<file path="config.mk">
export PLATFORM = sky130hd
export DESIGN_NAME = sliding_window_average_flat
export DESIGN_NICKNAME = d
export VERILOG_FILES = /design/src/design/swa_pkg.sv /design/src/design/swa_if.sv /design/src/design/swa_front.sv /design/src/design/swa_queue.sv /design/src/design/swa_back.sv /design/src/design/sliding_window_average.sv /design/src/flat_wrapper.sv
export SDC_FILE = /design/constraint.sdc
export NUM_CORES = 2
export LEC_CHECK = 0
export BUFFER_PORTS_ARGS = -buffer_cell sky130_fd_sc_hd__buf_2
export CAP_MARGIN = 20
export CORE_MARGIN = 4
export CORE_UTILIZATION = 40
export CTS_BUF_LIST = sky130_fd_sc_hd__clkbuf_16
export CTS_CLUSTER_DIAMETER = 60
export CTS_CLUSTER_SIZE = 10
export DETAILED_ROUTE_END_ITERATION = 10
export GPL_TIMING_DRIVEN = 1
export HOLD_SLACK_MARGIN = 0.08
export PLACE_DENSITY = 0.63
export SYNTH_ARGS = -nofsm -noshare
export SYNTH_HDL_FRONTEND = slang
export SYNTH_MEMORY_MAX_BITS = 65536
export SYNTH_SLANG_ARGS = --single-unit
</file>
<file path="constraint.sdc">
create_clock -name clk_i -period 9.2 [get_ports clk_i]
set_input_delay 0.46 -clock clk_i [delete_from_list [all_inputs] [get_ports clk_i]]
set_output_delay 0.46 -clock clk_i [all_outputs]
set_load 0.01 [all_outputs]
</file>
<file path="src/design/swa_pkg.sv">
// swa_pkg: shared constants for the sliding window average block.
// No dependencies; compiled first.
package swa_pkg;

  localparam int CFG_W     = 9;   // window size register width
  localparam int OUT_W     = 24;  // width of both result fields
  localparam int FRAC_BITS = 8;   // fraction bits of the average

  localparam int OUT_MAX = (1 << (OUT_W - 1)) - 1;
  localparam int OUT_MIN = -(1 << (OUT_W - 1));

endpackage

</file>
<file path="src/design/swa_if.sv">
// swa_in_if / swa_out_if: valid/ready request channels of the block.
// Depends on swa_pkg for the result field width.
interface swa_in_if #(
  parameter int SAMPLE_BITS = 16
);
  logic                          valid;
  logic                          ready;
  logic signed [SAMPLE_BITS-1:0] sample;
  logic                          restart;

  modport source (output valid, output sample, output restart, input ready);
  modport sink   (input valid, input sample, input restart, output ready);
endinterface

interface swa_out_if;
  logic                            valid;
  logic                            ready;
  logic signed [swa_pkg::OUT_W-1:0] average_q8;
  logic signed [swa_pkg::OUT_W-1:0] window_sum;

  modport source (output valid, output average_q8, output window_sum, input ready);
  modport sink   (input valid, input average_q8, input window_sum, output ready);
endinterface

</file>
<file path="src/design/swa_front.sv">
// swa_front: takes samples, keeps the history memory, running sum and fill count.
// Hands window sums and window sizes on to the queue. Depends on swa_pkg.
module swa_front #(
  parameter int MAX_WINDOW  = 256,
  parameter int SAMPLE_BITS = 16,
  parameter int KW          = $clog2(MAX_WINDOW + 1),
  parameter int SUMW        = SAMPLE_BITS + $clog2(MAX_WINDOW)
) (
  input  logic                          clk_i,
  input  logic                          rst_ni,
  input  logic                          cfg_we_i,
  input  logic [swa_pkg::CFG_W-1:0]     cfg_wdata_i,
  input  logic                          in_valid_i,
  output logic                          in_ready_o,
  input  logic signed [SAMPLE_BITS-1:0] in_sample_i,
  input  logic                          in_restart_i,
  output logic                          push_valid_o,
  input  logic                          push_ready_i,
  output logic signed [SUMW-1:0]        push_sum_o,
  output logic [KW-1:0]                 push_k_o
);

  localparam int PW = (MAX_WINDOW > 1) ? $clog2(MAX_WINDOW) : 1;
  localparam int AW = KW + 1;

  typedef enum logic [1:0] {
    ST_TAKE   = 2'b01,
    ST_UPDATE = 2'b10
  } front_state_e;

  front_state_e               state_q, state_d;
  logic [swa_pkg::CFG_W-1:0]  ws_q;
  logic [PW-1:0]              wp_q;
  logic [KW-1:0]              fill_q;
  logic signed [SUMW-1:0]     sum_q;
  logic signed [SAMPLE_BITS-1:0] x_q;
  logic signed [SAMPLE_BITS-1:0] old_q;
  logic signed [SAMPLE_BITS-1:0] hist_mem [MAX_WINDOW];

  logic [KW-1:0]              k;
  logic                       take, commit, full, need_push;
  logic [PW-1:0]              wp_eff, rd_addr;
  logic [AW-1:0]              addr_tmp;
  logic signed [SAMPLE_BITS-1:0] sub;
  logic signed [SUMW:0]       sum_next;

  always_comb begin
    if (ws_q == '0) begin
      k = KW'(1);
    end else if (32'(ws_q) > MAX_WINDOW) begin
      k = KW'(MAX_WINDOW);
    end else begin
      k = KW'(ws_q);
    end
  end

  assign in_ready_o = (state_q == ST_TAKE);
  assign take       = in_valid_i && in_ready_o;

  // oldest entry of the window, after a restart has cleared the pointer
  assign wp_eff   = in_restart_i ? '0 : wp_q;
  assign addr_tmp = AW'(wp_eff) + AW'(MAX_WINDOW) - AW'(k);
  assign rd_addr  = (addr_tmp >= AW'(MAX_WINDOW)) ? PW'(addr_tmp - AW'(MAX_WINDOW))
                                                  : PW'(addr_tmp);

  assign full      = (fill_q >= k);
  assign need_push = ((AW'(fill_q) + AW'(1)) >= AW'(k));
  assign sub       = full ? old_q : '0;
  assign sum_next  = (SUMW+1)'(sum_q) + (SUMW+1)'(x_q) - (SUMW+1)'(sub);
  assign commit    = (state_q == ST_UPDATE) && (!need_push || push_ready_i);

  assign push_valid_o = (state_q == ST_UPDATE) && need_push;
  assign push_sum_o   = SUMW'(sum_next);
  assign push_k_o     = k;

  always_comb begin
    state_d = state_q;
    unique case (state_q)
      ST_TAKE:   if (take) state_d = ST_UPDATE;
      ST_UPDATE: if (commit) state_d = ST_TAKE;
      default:   state_d = ST_TAKE;
    endcase
  end

  always_ff @(posedge clk_i or negedge rst_ni) begin
    if (!rst_ni) begin
      state_q <= ST_TAKE;
      ws_q    <= swa_pkg::CFG_W'(1);
      wp_q    <= '0;
      fill_q  <= '0;
      sum_q   <= '0;
    end else begin
      state_q <= state_d;
      if (cfg_we_i) begin
        ws_q   <= cfg_wdata_i;
        wp_q   <= '0;
        fill_q <= '0;
        sum_q  <= '0;
      end else if (take && in_restart_i) begin
        wp_q   <= '0;
        fill_q <= '0;
        sum_q  <= '0;
      end else if (commit) begin
        wp_q  <= (32'(wp_q) == MAX_WINDOW - 1) ? '0 : wp_q + PW'(1);
        sum_q <= SUMW'(sum_next);
        if (!full) fill_q <= fill_q + KW'(1);
      end
    end
  end

  // history memory: one read on accept, one write on commit
  always_ff @(posedge clk_i) begin
    if (take) begin
      x_q   <= in_sample_i;
      old_q <= hist_mem[rd_addr];
    end
    if (commit) hist_mem[wp_q] <= x_q;
  end

endmodule

</file>
<file path="src/design/swa_queue.sv">
// swa_queue: short FIFO between the front and the back part.
// No package dependency.
module swa_queue #(
  parameter int WIDTH = 33,
  parameter int DEPTH = 2
) (
  input  logic             clk_i,
  input  logic             rst_ni,
  input  logic             push_valid_i,
  output logic             push_ready_o,
  input  logic [WIDTH-1:0] push_data_i,
  output logic             pop_valid_o,
  input  logic             pop_ready_i,
  output logic [WIDTH-1:0] pop_data_o
);

  localparam int PW = (DEPTH > 1) ? $clog2(DEPTH) : 1;
  localparam int CW = $clog2(DEPTH + 1);

  logic [WIDTH-1:0] entry_q [DEPTH];
  logic [PW-1:0]    wr_q, rd_q;
  logic [CW-1:0]    cnt_q;
  logic             push, pop;

  assign push_ready_o = (cnt_q != CW'(DEPTH));
  assign pop_valid_o  = (cnt_q != '0);
  assign pop_data_o   = entry_q[rd_q];
  assign push         = push_valid_i && push_ready_o;
  assign pop          = pop_valid_o && pop_ready_i;

  always_ff @(posedge clk_i or negedge rst_ni) begin
    if (!rst_ni) begin
      wr_q  <= '0;
      rd_q  <= '0;
      cnt_q <= '0;
    end else begin
      if (push) wr_q <= (32'(wr_q) == DEPTH - 1) ? '0 : wr_q + PW'(1);
      if (pop)  rd_q <= (32'(rd_q) == DEPTH - 1) ? '0 : rd_q + PW'(1);
      case ({push, pop})
        2'b10:   cnt_q <= cnt_q + CW'(1);
        2'b01:   cnt_q <= cnt_q - CW'(1);
        default: cnt_q <= cnt_q;
      endcase
    end
  end

  always_ff @(posedge clk_i) begin
    if (push) entry_q[wr_q] <= push_data_i;
  end

endmodule

</file>
<file path="src/design/swa_back.sv">
// swa_back: bit-serial divider for sum*256/k, saturation and output register.
// Depends on swa_pkg for output width and limits.
module swa_back #(
  parameter int KW   = 9,
  parameter int SUMW = 24
) (
  input  logic                             clk_i,
  input  logic                             rst_ni,
  input  logic                             pop_valid_i,
  output logic                             pop_ready_o,
  input  logic signed [SUMW-1:0]           pop_sum_i,
  input  logic [KW-1:0]                    pop_k_i,
  output logic                             out_valid_o,
  input  logic                             out_ready_i,
  output logic signed [swa_pkg::OUT_W-1:0] out_average_q8_o,
  output logic signed [swa_pkg::OUT_W-1:0] out_window_sum_o
);

  localparam int NW  = SUMW + swa_pkg::FRAC_BITS;
  localparam int CNW = $clog2(NW + 1);
  localparam int QCW = ((NW + 1 > swa_pkg::OUT_W) ? NW + 1 : swa_pkg::OUT_W) + 1;
  localparam int SCW = ((SUMW > swa_pkg::OUT_W) ? SUMW : swa_pkg::OUT_W) + 1;

  typedef enum logic [2:0] {
    ST_IDLE = 3'b001,
    ST_DIV  = 3'b010,
    ST_DONE = 3'b100
  } back_state_e;

  back_state_e            state_q;
  logic signed [SUMW-1:0] sum_q;
  logic [KW-1:0]          k_q;
  logic                   neg_q;
  logic [NW-1:0]          num_q;
  logic [KW:0]            rem_q;
  logic [CNW-1:0]         cnt_q;
  logic                   out_valid_q;
  logic signed [swa_pkg::OUT_W-1:0] avg_q, wsum_q;

  logic                   pop, load;
  logic [SUMW-1:0]        mag;
  logic [KW:0]            rem_sh;
  logic                   q_bit;
  logic signed [QCW-1:0]  quot_s;
  logic signed [SCW-1:0]  sum_s;
  logic signed [swa_pkg::OUT_W-1:0] avg_sat, sum_sat;

  assign pop_ready_o = (state_q == ST_IDLE);
  assign pop         = pop_valid_i && pop_ready_o;
  assign load        = (state_q == ST_DONE) && (!out_valid_q || out_ready_i);
  assign mag         = pop_sum_i[SUMW-1] ? SUMW'(-pop_sum_i) : SUMW'(pop_sum_i);

  // one restoring step: remainder stays below k, so KW+1 bits hold the shift
  assign rem_sh = {rem_q[KW-1:0], num_q[NW-1]};
  assign q_bit  = (rem_sh >= (KW+1)'(k_q));

  assign quot_s = neg_q ? -QCW'({1'b0, num_q}) : QCW'({1'b0, num_q});
  assign sum_s  = SCW'(sum_q);

  always_comb begin
    if (quot_s > QCW'(swa_pkg::OUT_MAX)) begin
      avg_sat = swa_pkg::OUT_W'(swa_pkg::OUT_MAX);
    end else if (quot_s < QCW'(swa_pkg::OUT_MIN)) begin
      avg_sat = swa_pkg::OUT_W'(swa_pkg::OUT_MIN);
    end else begin
      avg_sat = swa_pkg::OUT_W'(quot_s);
    end
    if (sum_s > SCW'(swa_pkg::OUT_MAX)) begin
      sum_sat = swa_pkg::OUT_W'(swa_pkg::OUT_MAX);
    end else if (sum_s < SCW'(swa_pkg::OUT_MIN)) begin
      sum_sat = swa_pkg::OUT_W'(swa_pkg::OUT_MIN);
    end else begin
      sum_sat = swa_pkg::OUT_W'(sum_s);
    end
  end

  always_ff @(posedge clk_i or negedge rst_ni) begin
    if (!rst_ni) begin
      state_q     <= ST_IDLE;
      cnt_q       <= '0;
      out_valid_q <= 1'b0;
    end else begin
      unique case (state_q)
        ST_IDLE: if (pop) begin
          cnt_q   <= CNW'(NW);
          state_q <= ST_DIV;
        end
        ST_DIV: begin
          cnt_q <= cnt_q - CNW'(1);
          if (cnt_q == CNW'(1)) state_q <= ST_DONE;
        end
        ST_DONE: if (load) state_q <= ST_IDLE;
        default: state_q <= ST_IDLE;
      endcase
      if (load) begin
        out_valid_q <= 1'b1;
      end else if (out_ready_i) begin
        out_valid_q <= 1'b0;
      end
    end
  end

  always_ff @(posedge clk_i) begin
    if (pop) begin
      sum_q <= pop_sum_i;
      k_q   <= pop_k_i;
      neg_q <= pop_sum_i[SUMW-1];
      num_q <= {mag, {swa_pkg::FRAC_BITS{1'b0}}};
      rem_q <= '0;
    end else if (state_q == ST_DIV) begin
      rem_q <= q_bit ? rem_sh - (KW+1)'(k_q) : rem_sh;
      num_q <= {num_q[NW-2:0], q_bit};
    end
    if (load) begin
      avg_q  <= avg_sat;
      wsum_q <= sum_sat;
    end
  end

  assign out_valid_o      = out_valid_q;
  assign out_average_q8_o = avg_q;
  assign out_window_sum_o = wsum_q;

endmodule

</file>
<file path="src/design/sliding_window_average.sv">
// sliding_window_average: boxcar moving average over the last window_size samples.
// Depends on swa_pkg, swa_if, swa_front, swa_queue and swa_back.
//
//  channel   | dir | handshake         | contents
//  ----------+-----+-------------------+---------------------------------------
//  sample_i  | in  | valid/ready       | sample (signed), restart
//  result_o  | out | valid/ready       | average_q8 (signed Q.8), window_sum
//  cfg       | in  | cfg_we_i, no wait | window_size (9 bits, reset 1)
//
// A sample is taken in ST_TAKE (memory read of the oldest entry), then ST_UPDATE
// does the sum update and write-back; the front takes no new sample until it commits.
// Each result then runs in the bit-serial divider, which takes no new sum until
// its result has moved to the output register; the divider sets the sustained rate
// once the window is full, and the two-entry queue absorbs short bursts ahead of it.
// Reset clears window state and sets window_size to 1; history needs no clear.
// A stalled result waits in the output register; the divider may finish one more
// result and holds it in ST_DONE, and the front stalls only when the queue is full.
module sliding_window_average #(
  parameter int MAX_WINDOW  = 256,
  parameter int SAMPLE_BITS = 16
) (
  input  logic                          clk_i,
  input  logic                          rst_ni,
  input  logic                          cfg_we_i,
  input  logic [swa_pkg::CFG_W-1:0]     cfg_wdata_i,
  swa_in_if.sink                        sample_i,
  swa_out_if.source                     result_o
);

  localparam int KW   = $clog2(MAX_WINDOW + 1);
  localparam int SUMW = SAMPLE_BITS + $clog2(MAX_WINDOW);
  localparam int QW   = SUMW + KW;

  logic                   push_valid, push_ready, pop_valid, pop_ready;
  logic signed [SUMW-1:0] push_sum;
  logic [KW-1:0]          push_k;
  logic [QW-1:0]          pop_data;

  // front: history, running sum and fill count; one request out per result
  swa_front #(
    .MAX_WINDOW  (MAX_WINDOW),
    .SAMPLE_BITS (SAMPLE_BITS),
    .KW          (KW),
    .SUMW        (SUMW)
  ) u_front (
    .clk_i        (clk_i),
    .rst_ni       (rst_ni),
    .cfg_we_i     (cfg_we_i),
    .cfg_wdata_i  (cfg_wdata_i),
    .in_valid_i   (sample_i.valid),
    .in_ready_o   (sample_i.ready),
    .in_sample_i  (SAMPLE_BITS'(sample_i.sample)),
    .in_restart_i (sample_i.restart),
    .push_valid_o (push_valid),
    .push_ready_i (push_ready),
    .push_sum_o   (push_sum),
    .push_k_o     (push_k)
  );

  // window size travels with the sum so the divider never looks back
  swa_queue #(
    .WIDTH (QW),
    .DEPTH (2)
  ) u_queue (
    .clk_i        (clk_i),
    .rst_ni       (rst_ni),
    .push_valid_i (push_valid),
    .push_ready_o (push_ready),
    .push_data_i  ({push_k, push_sum}),
    .pop_valid_o  (pop_valid),
    .pop_ready_i  (pop_ready),
    .pop_data_o   (pop_data)
  );

  swa_back #(
    .KW   (KW),
    .SUMW (SUMW)
  ) u_back (
    .clk_i            (clk_i),
    .rst_ni           (rst_ni),
    .pop_valid_i      (pop_valid),
    .pop_ready_o      (pop_ready),
    .pop_sum_i        (signed'(pop_data[SUMW-1:0])),
    .pop_k_i          (pop_data[QW-1:SUMW]),
    .out_valid_o      (result_o.valid),
    .out_ready_i      (result_o.ready),
    .out_average_q8_o (result_o.average_q8),
    .out_window_sum_o (result_o.window_sum)
  );

endmodule

</file>
<file path="src/flat_wrapper.sv">
// flat-port wrapper written by rule: the top's interface ports become plain ports
module sliding_window_average_flat 
#(
  parameter int MAX_WINDOW  = 256,
  parameter int SAMPLE_BITS = 16
)
  (clk_i, rst_ni, cfg_we_i, cfg_wdata_i, sample_i_valid, sample_i_sample, sample_i_restart, sample_i_ready, result_o_valid, result_o_average_q8, result_o_window_sum, result_o_ready);
  swa_in_if #(.SAMPLE_BITS(SAMPLE_BITS)) sample_i_i ();
  swa_out_if result_o_i ();
  input  logic clk_i;
  input  logic rst_ni;
  input  logic cfg_we_i;
  input  logic [swa_pkg::CFG_W-1:0] cfg_wdata_i;
  input wire logic [$bits(sample_i_i.valid)-1:0] sample_i_valid;
  input wire logic [$bits(sample_i_i.sample)-1:0] sample_i_sample;
  input wire logic [$bits(sample_i_i.restart)-1:0] sample_i_restart;
  output wire logic [$bits(sample_i_i.ready)-1:0] sample_i_ready;
  output wire logic [$bits(result_o_i.valid)-1:0] result_o_valid;
  output wire logic [$bits(result_o_i.average_q8)-1:0] result_o_average_q8;
  output wire logic [$bits(result_o_i.window_sum)-1:0] result_o_window_sum;
  input wire logic [$bits(result_o_i.ready)-1:0] result_o_ready;
  assign sample_i_i.valid = sample_i_valid;
  assign sample_i_i.sample = sample_i_sample;
  assign sample_i_i.restart = sample_i_restart;
  assign sample_i_ready = sample_i_i.ready;
  assign result_o_valid = result_o_i.valid;
  assign result_o_average_q8 = result_o_i.average_q8;
  assign result_o_window_sum = result_o_i.window_sum;
  assign result_o_i.ready = result_o_ready;
  sliding_window_average #(.MAX_WINDOW(MAX_WINDOW), .SAMPLE_BITS(SAMPLE_BITS)) u_core (.clk_i(clk_i), .rst_ni(rst_ni), .cfg_we_i(cfg_we_i), .cfg_wdata_i(cfg_wdata_i), .sample_i(sample_i_i), .result_o(result_o_i));
endmodule
</file>
==> impl_metrics.env <==
export IMPL_clock_sinks=4382
export IMPL_die_area_mm2=0.439
export IMPL_grtUsageTotal=0.194
export IMPL_cts_buffers_inserted=485
export IMPL_core_area_mm2=0.427
export IMPL_drive_above_1_share=0.290
export IMPL_worst_pin_slew_ns=1.20
export IMPL_yosys_area_share_xor_xnor=0.00567
export IMPL_setup_worst_path_start="u_core.u_front.ws_q[7]"
export IMPL_synth_area_mux_share=0.173
export IMPL_overflow=0
export IMPL_worstPathMaxFanout=91
export IMPL_syn_to_final_growth_pct=13.6
export IMPL_fin_util=0.456
export IMPL_synthArstFlopShare=0.0151
export IMPL_crit_family="simple AND/OR/NAND/NOR gates"
export IMPL_cap_violations=0
export IMPL_root_buffer="clkbuf_16"
export IMPL_worstSetupPathType="reg -> reg"
export IMPL_synth_compound_area_frac=0.0144
export IMPL_first_pass_iters=6
export IMPL_synth_seq_area_share=0.764
export IMPL_cts_setup_buffers=0
export IMPL_layout_common_cells="4,299 x edfxtp_1, 1,248 x mux4_2, 489 x clkbuf_16"
export IMPL_fmax_mhz=152
export IMPL_critPathSlowestCell="fa_4"
export IMPL_synth_main_ff_cell="edfxtp_1"
export IMPL_drv_slew=0
export IMPL_drt_wl_total_mm=433
export IMPL_period_needed_ns=6.56
export IMPL_final_common_cell="edfxtp_1"
export IMPL_post_route_period_util=0.713
export IMPL_synth_fp_nets=7914
export IMPL_yosysWarnings=0
export IMPL_avgSynthCellArea_um2=22.0
export IMPL_pin_count=81
export IMPL_initial_core_util=0.401
export IMPL_yosysUniqueCellTypes=71
export IMPL_finalHoldViolCount=0
export IMPL_clkSlewWorstSetupHoldPaths_ns=0.06
export IMPL_rr_startpoint="u_core.u_front.ws_q[7]"
export IMPL_timing_reg2reg_setup_slack_ns=2.64
export IMPL_synthSimpleGateAreaFrac=0.0225
export IMPL_drc_errors=0
export IMPL_synth_top_family_by_area="multiplexers"
export IMPL_path_depth=14
export IMPL_clk_path_buf_depth=4
export IMPL_synth_fa_ha_area_frac=0.00795
export IMPL_io_buffer_count=80
export IMPL_antenna_found_initial=9
export IMPL_synth_seq_cells=4382
export IMPL_slew_headroom=0.203
export IMPL_r2r_end="u_core.u_front.old_q[10]"
export IMPL_fillers=34841
export IMPL_fin_tns_setup_ns=0
export IMPL_ir_drop_mv=0.178
export IMPL_worst_r2r_path_depth=14
export IMPL_hpwlAfterDp_mm=250
export IMPL_cp_endpoint="u_core.u_front.old_q[10]"
export IMPL_worst_setup_path_end_kind="flop"
export IMPL_grt_pass1_vias=83344
export IMPL_start_kind="flop"
export IMPL_rows=240
export IMPL_cp_cell_sequence="nor4_1 > a21oi_1 > nor2_1 > ha_4 > inv_1 > fa_4 > buf_12 > buf_12 > mux4_2 > mux4_2 > nand2_1 > nand3_1 > nand3_1 > nor3_1"
export IMPL_routed_via_density=5.83
export IMPL_multi_input_area_mm2=0.0387
export IMPL_worst_clock_skew_ns=0.0587
export IMPL_final_net_count=8492
export IMPL_grt_max_degree=177
export IMPL_crit_required_ns=9.91
export IMPL_htreeDepth=5
export IMPL_antenna_left=0
export IMPL_power_per_cell_area_mw_per_mm2=238
export IMPL_cts_tree="built"
export IMPL_syn_inst=7789
export IMPL_status="finished, final reports clean"
export IMPL_grt_pass1_wl_mm=620
export IMPL_dieWidth_um=663
export IMPL_holdCritPathClass="in -> async"
export IMPL_crit_buf_inv=3
export IMPL_wl_per_cell_um=30.6
export IMPL_synth_edf_count=4299
export IMPL_clock_latency_ns=1.00
export IMPL_ff_latch_area_mm2=0.131
export IMPL_power_leakage_uw=0.0615
export IMPL_die_h_um=663
export IMPL_max_stage_delay_ns=1.41
export IMPL_setup_viol=0
export IMPL_syn_cell_area_mm2=0.172
export IMPL_vias=82559
export IMPL_drt_iter0_drc=9870
export IMPL_rsz0062_at_grt="no"
export IMPL_arrival_ns=7.28
export IMPL_gp_congestion=0.832
## sequential cells by signal, indices dropped and copies added, names as in the netlist, 8 cells and up
name                            cells
u_core.u_back.out_average_q8_o     24
u_core.u_back.sum_q                24
u_core.u_back.num_q                32
u_core.u_front.ws_q                 9
u_core.u_back.out_window_sum_o     24
u_core.u_back.k_q                   9
u_core.u_front.x_q                 16
u_core.u_front.old_q               16
u_core.u_front.wp_q                 8
u_core.u_front.hist_mem          4096
u_core.u_front.fill_q               9
u_core.u_queue.entry_q             66
u_core.u_back.rem_q                 9
u_core.u_front.sum_q               24
## worst reg2reg max path, cell delays in order, from the launching register on
cell	delay [ns]
dfrtp_1	0.42
nor4_1	0.40
a21oi_1	0.17
nor2_1	0.50
ha_4	0.23
inv_1	0.07
fa_4	1.41
buf_12	0.56
buf_12	0.54
mux4_2	0.50
mux4_2	0.47
nand2_1	0.13
nand3_1	0.43
nand3_1	0.39
nor3_1	0.08
## power by group
| group | switching, uW | internal [uW] |
|---|---|---|
| clock network | 7200 | 9360 |
| registers | 207 | 22400 |
| logic | 4270 | 2950 |
## logic make-up after synthesis
group	after synthesis
AO/OA/AOI/OAI	368
XOR/XNOR	111
adder cells (fa/ha/maj)	94
buffers and inverters	564
flip-flops	4382
multiplexers	1393
AND/OR/NAND/NOR	877
## worst min path at each step
stage	start	end	cells after the start
finish	rst_ni	u_core.u_back.state_q[2]	2
detailed placement	u_core.u_back.sum_q[11]	u_core.u_back.out_window_sum_o[11]	0
CTS	sample_i_sample[12]	u_core.u_front.x_q[12]	2
floorplan	rst_ni	u_core.u_back.cnt_q[0]	0
global placement	u_core.u_back.sum_q[11]	u_core.u_back.out_window_sum_o[11]	0
global route	sample_i_sample[12]	u_core.u_front.x_q[12]	2
## cells in the mapped netlist (11+ instances only)
| cell type | instances | area, um2 |
|---|---|---|
| a21o_1 | 17 | 128 |
| a21oi_1 | 71 | 355 |
| a22oi_1 | 17 | 128 |
| a31oi_1 | 11 | 68.8 |
| a32oi_1 | 32 | 280 |
| and2_1 | 25 | 156 |
| buf_1 | 74 | 278 |
| clkbuf_1 | 341 | 1280 |
| dfrtp_1 | 63 | 1580 |
| dfxtp_1 | 17 | 340 |
| edfxtp_1 | 4299 | 129000 |
| fa_1 | 25 | 500 |
| ha_1 | 69 | 863 |
| inv_1 | 136 | 510 |
| mux2_2 | 55 | 619 |
| mux2i_1 | 90 | 901 |
| mux4_2 | 1248 | 28100 |
| nand2_1 | 285 | 1070 |
| nand2b_1 | 12 | 75.1 |
| nand3_1 | 85 | 425 |
| nor2_1 | 334 | 1250 |
| nor2b_1 | 21 | 131 |
| nor3_1 | 45 | 225 |
| nor3b_1 | 12 | 90.1 |
| nor4_1 | 11 | 68.8 |
| o21a_1 | 37 | 278 |
| o21ai_0 | 70 | 350 |
| o21ai_2 | 20 | 175 |
| o22ai_1 | 33 | 206 |
| xnor2_1 | 72 | 631 |
| xor2_1 | 39 | 342 |
## final cells by class
cell class / count / share of cell area
Sequential cell: 4382 / 0.673
Multi-Input combinational cell: 2843 / 0.199
Clock buffer: 489 / 0.0628
Tap cell: 5687 / 0.0365
Timing Repair Buffer: 517 / 0.0233
Clock inverter: 92 / 0.00348
Inverter: 138 / 0.00266
Antenna cell: 15 / 0.000193
## through the flow
| step | hold WS (ns) | total power, uW | cell area [um2] | cells | setup slack, ns |
|---|---|---|---|---|---|
| 3_5_place_dp | 0.405 | 30300 | 181000 | 13520 | 2.65 |
| 2_1_floorplan | 0.164 | 27800 | 172000 | 7789 | 2.00 |
| 6_report | 0.167 | 46400 | 195000 | 14163 | 2.64 |
| 5_1_grt | 0.148 | 48000 | 195000 | 14150 | 2.27 |
| 4_1_cts | 0.0941 | 46800 | 195000 | 14138 | 2.58 |
| 3_3_place_gp | 0.408 | 30100 | 181000 | 13497 | 1.74 |
## what timing repair did
action                                 CTS  global route
endpoints found under the hold margin   94             0
hold buffers                            37             0
resized for setup                        0             0
## layer usage
| metal | wire length (um) | part of all wire | GRT usage |
|---|---|---|---|
| met5 | 10 | 0.000023 | 0 |
| met4 | 15700 | 0.036 | 0.0670 |
| met3 | 35700 | 0.082 | 0.0379 |
| met2 | 209000 | 0.48 | 0.311 |
| met1 | 172000 | 0.40 | 0.266 |
(Power assumes the default switching activity.)
